File: config.mk
export PLATFORM = sky130hd
export DESIGN_NAME = dual_cpu_memory_region_decoder
export DESIGN_NICKNAME = d
export VERILOG_FILES = /design/src/rtl/dcmrd_pkg.sv /design/src/rtl/dual_cpu_memory_region_decoder.sv /design/src/rtl/dcmrd_cfg_regs.sv /design/src/rtl/dcmrd_decode.sv /design/src/rtl/dcmrd_div_stage.sv
export SDC_FILE = /design/constraint.sdc
export NUM_CORES = 2
export LEC_CHECK = 0
export BUFFER_PORTS_ARGS = -buffer_cell sky130_fd_sc_hd__buf_2
export CORE_ASPECT_RATIO = 1.2
export CORE_MARGIN = 2
export CORE_UTILIZATION = 40
export DETAILED_ROUTE_END_ITERATION = 12
export HOLD_SLACK_MARGIN = 0.15
export PLACE_DENSITY = 0.65
export SLEW_MARGIN = 20
export SYNTH_ARGS = -nofsm -noshare
export SYNTH_HDL_FRONTEND = slang
export SYNTH_HIERARCHICAL = 1
export SYNTH_SLANG_ARGS = --single-unit
File: constraint.sdc
create_clock -name clk_i -period 13.7 [get_ports clk_i]
set_input_delay 2.74 -clock clk_i [delete_from_list [all_inputs] [get_ports clk_i]]
set_output_delay 2.74 -clock clk_i [all_outputs]
set_load 0.01 [all_outputs]
File: src/rtl/dcmrd_pkg.sv
`default_nettype none

package dcmrd_pkg;

  // Backing block sizes in bytes
  localparam int unsigned MAIN_RAM_BYTES    = 4194304;
  localparam int unsigned SHARED_WRAM_BYTES = 32768;
  localparam int unsigned SECOND_WRAM_BYTES = 65536;
  localparam int unsigned DTCM_PHYS_BYTES   = 16384;

  // Field widths
  localparam int unsigned ADDR_W    = 32;
  localparam int unsigned REGION_W  = 4;
  localparam int unsigned TCM_W     = 26;
  localparam int unsigned SWRAM_W   = 15;
  localparam int unsigned WIN_W     = 23;
  localparam int unsigned OFS_W     = 23;
  localparam int unsigned CFG_IDX_W = 3;

  // Shared WRAM remainder pipeline
  localparam int unsigned NUM_W      = 24;
  localparam int unsigned REM_W      = 24;
  localparam int unsigned PART_W     = SWRAM_W;
  localparam int unsigned DEN_W      = SWRAM_W + 1;
  localparam int unsigned DIV_BITS   = 2;
  localparam int unsigned DIV_STAGES = NUM_W / DIV_BITS;

  // Fixed map addresses
  localparam logic [ADDR_W-1:0] MAIN_RAM_BASE = 32'h0200_0000;
  localparam logic [ADDR_W-1:0] SWRAM_BASE    = 32'h0300_0000;
  localparam logic [ADDR_W-1:0] WRAM7_HI_BASE = 32'h0380_0000;
  localparam logic [ADDR_W-1:0] BIOS7_LIMIT   = 32'h0000_4000;
  localparam logic [19:0]       BIOS9_PAGE    = 20'hFFFF0;

  // Region codes
  localparam logic [REGION_W-1:0] RGN_OTHER   = 4'd0;
  localparam logic [REGION_W-1:0] RGN_ITCM    = 4'd1;
  localparam logic [REGION_W-1:0] RGN_DTCM    = 4'd2;
  localparam logic [REGION_W-1:0] RGN_BIOS9   = 4'd3;
  localparam logic [REGION_W-1:0] RGN_MAINRAM = 4'd4;
  localparam logic [REGION_W-1:0] RGN_SWRAM   = 4'd5;
  localparam logic [REGION_W-1:0] RGN_IO9     = 4'd6;
  localparam logic [REGION_W-1:0] RGN_VRAM    = 4'd7;
  localparam logic [REGION_W-1:0] RGN_BIOS7   = 4'd8;
  localparam logic [REGION_W-1:0] RGN_WRAM7   = 4'd9;
  localparam logic [REGION_W-1:0] RGN_IO7     = 4'd10;
  localparam logic [REGION_W-1:0] RGN_WIFI    = 4'd11;
  localparam logic [REGION_W-1:0] RGN_VWRAM   = 4'd12;

  // Configuration register indexes
  localparam logic [CFG_IDX_W-1:0] CFG_ITCM_SIZE     = 3'd0;
  localparam logic [CFG_IDX_W-1:0] CFG_DTCM_BASE     = 3'd1;
  localparam logic [CFG_IDX_W-1:0] CFG_DTCM_SIZE     = 3'd2;
  localparam logic [CFG_IDX_W-1:0] CFG_SWRAM9_MASK   = 3'd3;
  localparam logic [CFG_IDX_W-1:0] CFG_SWRAM9_OFFSET = 3'd4;
  localparam logic [CFG_IDX_W-1:0] CFG_SWRAM7_MASK   = 3'd5;
  localparam logic [CFG_IDX_W-1:0] CFG_SWRAM7_OFFSET = 3'd6;

  typedef struct packed {
    logic [TCM_W-1:0]   itcm_size;
    logic [ADDR_W-1:0]  dtcm_base;
    logic [TCM_W-1:0]   dtcm_size;
    logic [SWRAM_W-1:0] swram9_mask;
    logic [SWRAM_W-1:0] swram9_offset;
    logic [SWRAM_W-1:0] swram7_mask;
    logic [SWRAM_W-1:0] swram7_offset;
  } cfg_t;

  typedef struct packed {
    logic [REGION_W-1:0] region;
    logic                mappable;
    logic [ADDR_W-1:0]   addr;
    logic [WIN_W-1:0]    window;
    logic [OFS_W-1:0]    offset;
    logic [REM_W-1:0]    rem;
    logic                div_en;
    logic [NUM_W-1:0]    num;
    logic [DEN_W-1:0]    den;
    logic [PART_W-1:0]   part;
  } pipe_t;

endpackage

`default_nettype wire

File: src/rtl/dual_cpu_memory_region_decoder.sv
// Channel   Direction  Handshake                      Payload
// request   in         start_i, busy_o                cpu_i, addr_i
// config    in         cfg_valid_i, cfg_ready_o       cfg_index_i, cfg_data_i
// result    out        result_valid_o (strobe)        region_code_o, mappable_o,
//                                                     mirror_start_o, window_size_o,
//                                                     block_offset_o
//
// One request per cycle; busy_o stays low and cfg_ready_o stays high.
// Results leave in request order after these registers: input register, decode,
// 12-stage shared WRAM remainder pipeline (2 bits per stage), output register.
// Async active-low reset clears all valid bits and the config registers.
// The result side cannot stall; each result is shown for one cycle only.
`default_nettype none

module dual_cpu_memory_region_decoder
  import dcmrd_pkg::*;
(
  input  wire logic                 clk_i,
  input  wire logic                 rst_ni,
  input  wire logic                 start_i,
  output logic                      busy_o,
  input  wire logic                 cpu_i,
  input  wire logic [ADDR_W-1:0]    addr_i,
  input  wire logic                 cfg_valid_i,
  output logic                      cfg_ready_o,
  input  wire logic [CFG_IDX_W-1:0] cfg_index_i,
  input  wire logic [ADDR_W-1:0]    cfg_data_i,
  output logic                      result_valid_o,
  output logic [REGION_W-1:0]       region_code_o,
  output logic                      mappable_o,
  output logic [ADDR_W-1:0]         mirror_start_o,
  output logic [WIN_W-1:0]          window_size_o,
  output logic [OFS_W-1:0]          block_offset_o
);

  cfg_t              cfg;
  logic              in_valid_q, in_cpu_q;
  logic [ADDR_W-1:0] in_addr_q;
  logic [DIV_STAGES:0] stg_valid;
  pipe_t             stg_pipe [DIV_STAGES+1];
  pipe_t             last;
  logic [REM_W-1:0]  rem_fin;

  logic                res_valid_q, res_map_q;
  logic [REGION_W-1:0] res_region_q;
  logic [ADDR_W-1:0]   res_mirror_q;
  logic [WIN_W-1:0]    res_window_q;
  logic [OFS_W-1:0]    res_offset_q;

  assign busy_o      = 1'b0;
  assign cfg_ready_o = 1'b1;

  dcmrd_cfg_regs u_cfg (
    .clk_i      (clk_i),
    .rst_ni     (rst_ni),
    .wr_en_i    (cfg_valid_i && cfg_ready_o),
    .wr_index_i (cfg_index_i),
    .wr_data_i  (cfg_data_i),
    .cfg_o      (cfg)
  );

  always_ff @(posedge clk_i or negedge rst_ni) begin
    if (!rst_ni) begin
      in_valid_q <= 1'b0;
    end else begin
      in_valid_q <= start_i && !busy_o;
    end
  end

  always_ff @(posedge clk_i) begin
    if (start_i && !busy_o) begin
      in_cpu_q  <= cpu_i;
      in_addr_q <= addr_i;
    end
  end

  dcmrd_decode u_decode (
    .clk_i   (clk_i),
    .rst_ni  (rst_ni),
    .cfg_i   (cfg),
    .valid_i (in_valid_q),
    .cpu_i   (in_cpu_q),
    .addr_i  (in_addr_q),
    .valid_o (stg_valid[0]),
    .pipe_o  (stg_pipe[0])
  );

  for (genvar k = 0; k < DIV_STAGES; k++) begin : g_div
    dcmrd_div_stage u_stage (
      .clk_i   (clk_i),
      .rst_ni  (rst_ni),
      .valid_i (stg_valid[k]),
      .pipe_i  (stg_pipe[k]),
      .valid_o (stg_valid[k+1]),
      .pipe_o  (stg_pipe[k+1])
    );
  end

  assign last    = stg_pipe[DIV_STAGES];
  assign rem_fin = last.div_en ? REM_W'(last.part) : last.rem;

  always_ff @(posedge clk_i or negedge rst_ni) begin
    if (!rst_ni) begin
      res_valid_q <= 1'b0;
    end else begin
      res_valid_q <= stg_valid[DIV_STAGES];
    end
  end

  always_ff @(posedge clk_i) begin
    res_region_q <= last.region;
    res_map_q    <= last.mappable;
    if (last.mappable) begin
      res_mirror_q <= last.addr - ADDR_W'(rem_fin);
      res_window_q <= last.window;
      res_offset_q <= last.offset;
    end else begin
      res_mirror_q <= '0;
      res_window_q <= '0;
      res_offset_q <= '0;
    end
  end

  assign result_valid_o = res_valid_q;
  assign region_code_o  = res_region_q;
  assign mappable_o     = res_map_q;
  assign mirror_start_o = res_mirror_q;
  assign window_size_o  = res_window_q;
  assign block_offset_o = res_offset_q;

  a_latency_fwd: assert property (@(posedge clk_i) disable iff (!rst_ni)
    start_i && !busy_o |-> ##15 result_valid_o)
    else $error("request did not produce a result after 15 cycles");

  a_latency_back: assert property (@(posedge clk_i) disable iff (!rst_ni)
    result_valid_o |-> $past(start_i && !busy_o, 15))
    else $error("result strobe without a matching request");

  a_map_region: assert property (@(posedge clk_i) disable iff (!rst_ni)
    result_valid_o && mappable_o |->
      (region_code_o == RGN_DTCM || region_code_o == RGN_MAINRAM ||
       region_code_o == RGN_SWRAM || region_code_o == RGN_WRAM7))
    else $error("mappable flag on a region without backing memory");

  a_map_window: assert property (@(posedge clk_i) disable iff (!rst_ni)
    result_valid_o && mappable_o |-> window_size_o != '0)
    else $error("mappable result with empty window");

endmodule

`default_nettype wire

File: src/rtl/dcmrd_cfg_regs.sv
`default_nettype none

module dcmrd_cfg_regs
  import dcmrd_pkg::*;
(
  input  wire logic                 clk_i,
  input  wire logic                 rst_ni,
  input  wire logic                 wr_en_i,
  input  wire logic [CFG_IDX_W-1:0] wr_index_i,
  input  wire logic [ADDR_W-1:0]    wr_data_i,
  output cfg_t                      cfg_o
);

  cfg_t cfg_q;

  always_ff @(posedge clk_i or negedge rst_ni) begin
    if (!rst_ni) begin
      cfg_q <= '0;
    end else if (wr_en_i) begin
      case (wr_index_i)
        CFG_ITCM_SIZE:     cfg_q.itcm_size     <= wr_data_i[TCM_W-1:0];
        CFG_DTCM_BASE:     cfg_q.dtcm_base     <= wr_data_i;
        CFG_DTCM_SIZE:     cfg_q.dtcm_size     <= wr_data_i[TCM_W-1:0];
        CFG_SWRAM9_MASK:   cfg_q.swram9_mask   <= wr_data_i[SWRAM_W-1:0];
        CFG_SWRAM9_OFFSET: cfg_q.swram9_offset <= wr_data_i[SWRAM_W-1:0];
        CFG_SWRAM7_MASK:   cfg_q.swram7_mask   <= wr_data_i[SWRAM_W-1:0];
        CFG_SWRAM7_OFFSET: cfg_q.swram7_offset <= wr_data_i[SWRAM_W-1:0];
        default: ;
      endcase
    end
  end

  assign cfg_o = cfg_q;

endmodule

`default_nettype wire

File: src/rtl/dcmrd_decode.sv
`default_nettype none

module dcmrd_decode
  import dcmrd_pkg::*;
(
  input  wire logic              clk_i,
  input  wire logic              rst_ni,
  input  wire cfg_t              cfg_i,
  input  wire logic              valid_i,
  input  wire logic              cpu_i,
  input  wire logic [ADDR_W-1:0] addr_i,
  output logic                   valid_o,
  output pipe_t                  pipe_o
);

  logic              valid_q;
  pipe_t             pipe_d, pipe_q;
  logic              itcm_hit, dtcm_hit, sw9_on, sw7_on;
  logic [ADDR_W:0]   dtcm_end;
  logic [ADDR_W-1:0] rel_dtcm, rel_main, rel_sw, rel_w7;
  logic [REGION_W-1:0] region;

  assign sw9_on   = cfg_i.swram9_mask != '0;
  assign sw7_on   = cfg_i.swram7_mask != '0;
  assign itcm_hit = addr_i < {{(ADDR_W-TCM_W){1'b0}}, cfg_i.itcm_size};
  assign dtcm_end = {1'b0, cfg_i.dtcm_base} + {{(ADDR_W+1-TCM_W){1'b0}}, cfg_i.dtcm_size};
  assign dtcm_hit = (addr_i >= cfg_i.dtcm_base) && ({1'b0, addr_i} < dtcm_end);

  assign rel_dtcm = addr_i - cfg_i.dtcm_base;
  assign rel_main = addr_i - MAIN_RAM_BASE;
  assign rel_sw   = addr_i - SWRAM_BASE;
  assign rel_w7   = addr_i - (sw7_on ? WRAM7_HI_BASE : SWRAM_BASE);

  always_comb begin
    region = RGN_OTHER;
    if (!cpu_i) begin
      if (itcm_hit) begin
        region = RGN_ITCM;
      end else if (dtcm_hit) begin
        region = RGN_DTCM;
      end else if (addr_i[31:12] == BIOS9_PAGE) begin
        region = RGN_BIOS9;
      end else begin
        case (addr_i[31:24])
          8'h02:   region = RGN_MAINRAM;
          8'h03:   region = sw9_on ? RGN_SWRAM : RGN_OTHER;
          8'h04:   region = RGN_IO9;
          8'h06:   region = RGN_VRAM;
          default: region = RGN_OTHER;
        endcase
      end
    end else begin
      if (addr_i < BIOS7_LIMIT) begin
        region = RGN_BIOS7;
      end else begin
        case (addr_i[31:23])
          9'h004, 9'h005: region = RGN_MAINRAM;
          9'h006:         region = sw7_on ? RGN_SWRAM : RGN_WRAM7;
          9'h007:         region = RGN_WRAM7;
          9'h008:         region = RGN_IO7;
          9'h009:         region = RGN_WIFI;
          9'h00C, 9'h00D: region = RGN_VWRAM;
          default:        region = RGN_OTHER;
        endcase
      end
    end
  end

  always_comb begin
    pipe_d          = '0;
    pipe_d.region   = region;
    pipe_d.addr     = addr_i;
    pipe_d.den      = DEN_W'(1);
    case (region)
      RGN_DTCM: begin
        pipe_d.mappable = 1'b1;
        pipe_d.window   = WIN_W'(DTCM_PHYS_BYTES);
        pipe_d.offset   = OFS_W'(MAIN_RAM_BYTES + SHARED_WRAM_BYTES + SECOND_WRAM_BYTES);
        pipe_d.rem      = rel_dtcm[REM_W-1:0] & REM_W'(DTCM_PHYS_BYTES - 1);
      end
      RGN_MAINRAM: begin
        pipe_d.mappable = 1'b1;
        pipe_d.window   = WIN_W'(MAIN_RAM_BYTES);
        pipe_d.rem      = rel_main[REM_W-1:0] & REM_W'(MAIN_RAM_BYTES - 1);
      end
      RGN_SWRAM: begin
        pipe_d.mappable = 1'b1;
        pipe_d.div_en   = 1'b1;
        pipe_d.num      = rel_sw[NUM_W-1:0];
        if (!cpu_i) begin
          pipe_d.den    = DEN_W'(cfg_i.swram9_mask) + DEN_W'(1);
          pipe_d.offset = OFS_W'(MAIN_RAM_BYTES) + OFS_W'(cfg_i.swram9_offset);
        end else begin
          pipe_d.den    = DEN_W'(cfg_i.swram7_mask) + DEN_W'(1);
          pipe_d.offset = OFS_W'(MAIN_RAM_BYTES) + OFS_W'(cfg_i.swram7_offset);
        end
        pipe_d.window   = WIN_W'(pipe_d.den);
      end
      RGN_WRAM7: begin
        pipe_d.mappable = 1'b1;
        pipe_d.window   = WIN_W'(SECOND_WRAM_BYTES);
        pipe_d.offset   = OFS_W'(MAIN_RAM_BYTES + SHARED_WRAM_BYTES);
        pipe_d.rem      = rel_w7[REM_W-1:0] & REM_W'(SECOND_WRAM_BYTES - 1);
      end
      default: ;
    endcase
  end

  always_ff @(posedge clk_i or negedge rst_ni) begin
    if (!rst_ni) begin
      valid_q <= 1'b0;
    end else begin
      valid_q <= valid_i;
    end
  end

  always_ff @(posedge clk_i) begin
    pipe_q <= pipe_d;
  end

  assign valid_o = valid_q;
  assign pipe_o  = pipe_q;

endmodule

`default_nettype wire

File: src/rtl/dcmrd_div_stage.sv
`default_nettype none

module dcmrd_div_stage
  import dcmrd_pkg::*;
(
  input  wire logic  clk_i,
  input  wire logic  rst_ni,
  input  wire logic  valid_i,
  input  wire pipe_t pipe_i,
  output logic       valid_o,
  output pipe_t      pipe_o
);

  logic  valid_q;
  pipe_t pipe_d, pipe_q;

  // restoring remainder, DIV_BITS numerator bits per stage, MSB first
  always_comb begin
    logic [DEN_W-1:0] trial;
    pipe_d = pipe_i;
    for (int j = 0; j < DIV_BITS; j++) begin
      trial      = {pipe_d.part, pipe_d.num[NUM_W-1]};
      pipe_d.num = {pipe_d.num[NUM_W-2:0], 1'b0};
      if (trial >= pipe_d.den) begin
        trial = trial - pipe_d.den;
      end
      pipe_d.part = trial[PART_W-1:0];
    end
  end

  always_ff @(posedge clk_i or negedge rst_ni) begin
    if (!rst_ni) begin
      valid_q <= 1'b0;
    end else begin
      valid_q <= valid_i;
    end
  end

  always_ff @(posedge clk_i) begin
    pipe_q <= pipe_d;
  end

  assign valid_o = valid_q;
  assign pipe_o  = pipe_q;

endmodule

`default_nettype wire

==> reports/results.ini <==
[outcome]
status = finished clean

[route]
drt_iter0_drc = 2292
wirelength_um = 152000
drtAntennaViolNets = 0
num_vias = 46076
wire_per_inst_um = 15.9
vias_per_cell = 4.81
first_pass_iters = 5
drcViolationCount = 0

[setup_path]
slowest_stage = a2111oi_0
crit_path_end_kind = register
worstPathRequired_ns = 14.40
crit_chain = ha_1, fa_1, a21o_1, a221o_1, a31oi_1, o41ai_2, a21o_1, a41o_1, a41oi_2, mux2i_1, a2111oi_2, ha_1, nand3_1, nand2_1, a2111oi_0, nand4_1, a21o_1, a2bb2oi_1, or3_4, inv_2, and2_1
crit_fanout = 47
arrival_ns = 7.19
critPathLaunchType = register
critical_path.max_stage_delay_ns = 0.63
crit_path_frequent_cell = a21o_1
path_class = register to register

[die]
dieWidth_um = 405
num_rows = 176
dieArea_um2 = 197000
chipHeight_um = 485
initial_core_util_pct = 40.3
num_io_pins = 158
fp.coreArea_um2 = 192000

[clock_tree]
cts_buffer_depth = 3
cts_buffers = 200
clk_pin_slew_ns = 0.06
cts.sinks = 2195
cts_tree = yes
cts_resized = 0
clk_latency_ns = 0.84
cts_hold_repair.buffers = 0
root_buffer = clkbuf_16
postCtsSetupBuffers = 0
htreeDepth = 4

[global_route]
gr-usage-met2_pct = 26.3
antenna_found_initial = 11
grt_overflow = 0
busiest_layer = met2
grt_pass1_wl_um = 243000
met1_usage_pct = 19.0
grt_use_total_pct = 15.2
grt_start_max_net_pins = 88
first_global_vias = 46628
grt.met3_usage_pct = 2.50

[power_and_ir_drop]
p_clk_share_pct = 22.8
p_int_mw = 16.6
comb_power_share_pct = 47.2
power_switching_mw = 9.06
switching_share_pct = 35.4
p_per_area_nw_per_um2 = 292
ir_worst_vdd_uv = 152
leakagePower_nw = 36.1
p_seq_share_pct = 30.0

[placement]
place_congestion = 0.891
post-place-ws_ns = 7.16
placed_cells_incl_taps = 9185
hpwl_um = 111000
io_buffer_count = 155

[sta]
max_freq_ghz = 0.154
rsz0062_at_grt = no
tightest_slew_ns = 1.11
hold_violations = 0
period_needed_ns = 6.50
relSlewSlack_pct = 25.6
slew_viol_final = 0
setup_tns_ns = 0
finClkSkew_ns = 0.0879
setup_ws_ns = 7.20
finalSetupViolCount = 0
fin_crit_sh_pct = 47.4

[cells_and_area]
drive_gt1_share_pct = 14.1
final_common_cell = dfxtp_1
utilization_pct = 45.8
area_growth_pct = 13.8
fillers = 17217
layout_common_cells = dfxtp_1 (2002), ha_1 (526), inv_1 (386)
final_cells = 9572
nets = 7431

[synth]
synthCells = 6537
yosys_warnings = 6
netlist_area_um2 = 77200
synth.avg_cell_area_um2 = 11.8

[min_path]
hold_class = register to register

[job]
cap_violations = 0

## routing by layer
layer  routed length (um)  vias to the layer above
met3                 5380                      278
met5                    0                        -
met2                73300                      814
met1                68800                    21713
met4                 4750                        0
li1                     -                    23271
## power by group through the flow
stage	Sequential [mW]	Combinational, mW	Clock (mW)
6_report	7.69	12.1	5.84
5_1_grt	7.77	13.4	6.25
4_1_cts	7.71	12.1	6.01
3_5_place_dp	7.84	12.0	0
3_3_place_gp	7.82	11.7	0
2_1_floorplan	7.68	10.0	0
## cell type report
| cell class | instances | area (um2) | area share [%] |
|---|---|---|---|
| Antenna cell | 8 | 20.0 | 0.0228 |
| Clock buffer | 284 | 5800 | 6.60 |
| Clock inverter | 95 | 1460 | 1.66 |
| Inverter | 387 | 1450 | 1.65 |
| Multi-Input combinational cell | 3849 | 29900 | 34.1 |
| Sequential cell | 2195 | 45100 | 51.3 |
| Tap cell | 2581 | 3230 | 3.67 |
| Timing Repair Buffer | 173 | 917 | 1.04 |
## critical path, delay by kind of cell (launching register included)
family | cells | cell delay, ns
AOI/OAI and AO/OA | 11 | 3.35
and+or+nand+nor | 5 | 1.14
adders and majority gates | 3 | 0.98
DFF | 1 | 0.40
buffers and inverters | 1 | 0.30
muxes | 1 | 0.15
## final timing paths
path	start	end	slack, ns	cells after the start
min reg2reg	g_div[10].u_stage/pipe_o[98]	g_div[11].u_stage/pipe_o[98]	0.27	0
max	u_cfg/cfg_o[86]	u_decode/pipe_o[38]	7.20	21
max reg2reg	u_cfg/cfg_o[86]	u_decode/pipe_o[38]	7.20	21
min in group asynchronous	rst_ni	g_div[10].u_stage/valid_o	1.92	1
min	g_div[10].u_stage/pipe_o[98]	g_div[11].u_stage/pipe_o[98]	0.27	0
max in group asynchronous	rst_ni	u_cfg/cfg_o[6]	10.20	2
## state kept, by name, indices dropped and copies added, names as in the netlist, 4 cells and up
name                   cells
u_decode/pipe_o          136
g_div.u_stage/pipe_o    1784
region_code_o              4
u_cfg/cfg_o              144
mirror_start_o            32
in_addr_q                 32
g_div.u_stage/valid_o     12
block_offset_o            23
window_size_o             23
## stage by stage
| step | instance area (um2) | hold slack [ns] | total power [mW] |
|---|---|---|---|
| 2_1_floorplan | 77300 | 0.310 | 17.7 |
| 3_3_place_gp | 80600 | 0.310 | 19.6 |
| 3_5_place_dp | 80600 | 0.312 | 19.8 |
| 4_1_cts | 87900 | 0.273 | 25.8 |
| 5_1_grt | 87900 | 0.268 | 27.4 |
| 6_report | 87900 | 0.268 | 25.6 |
(Power assumes the default switching activity.)
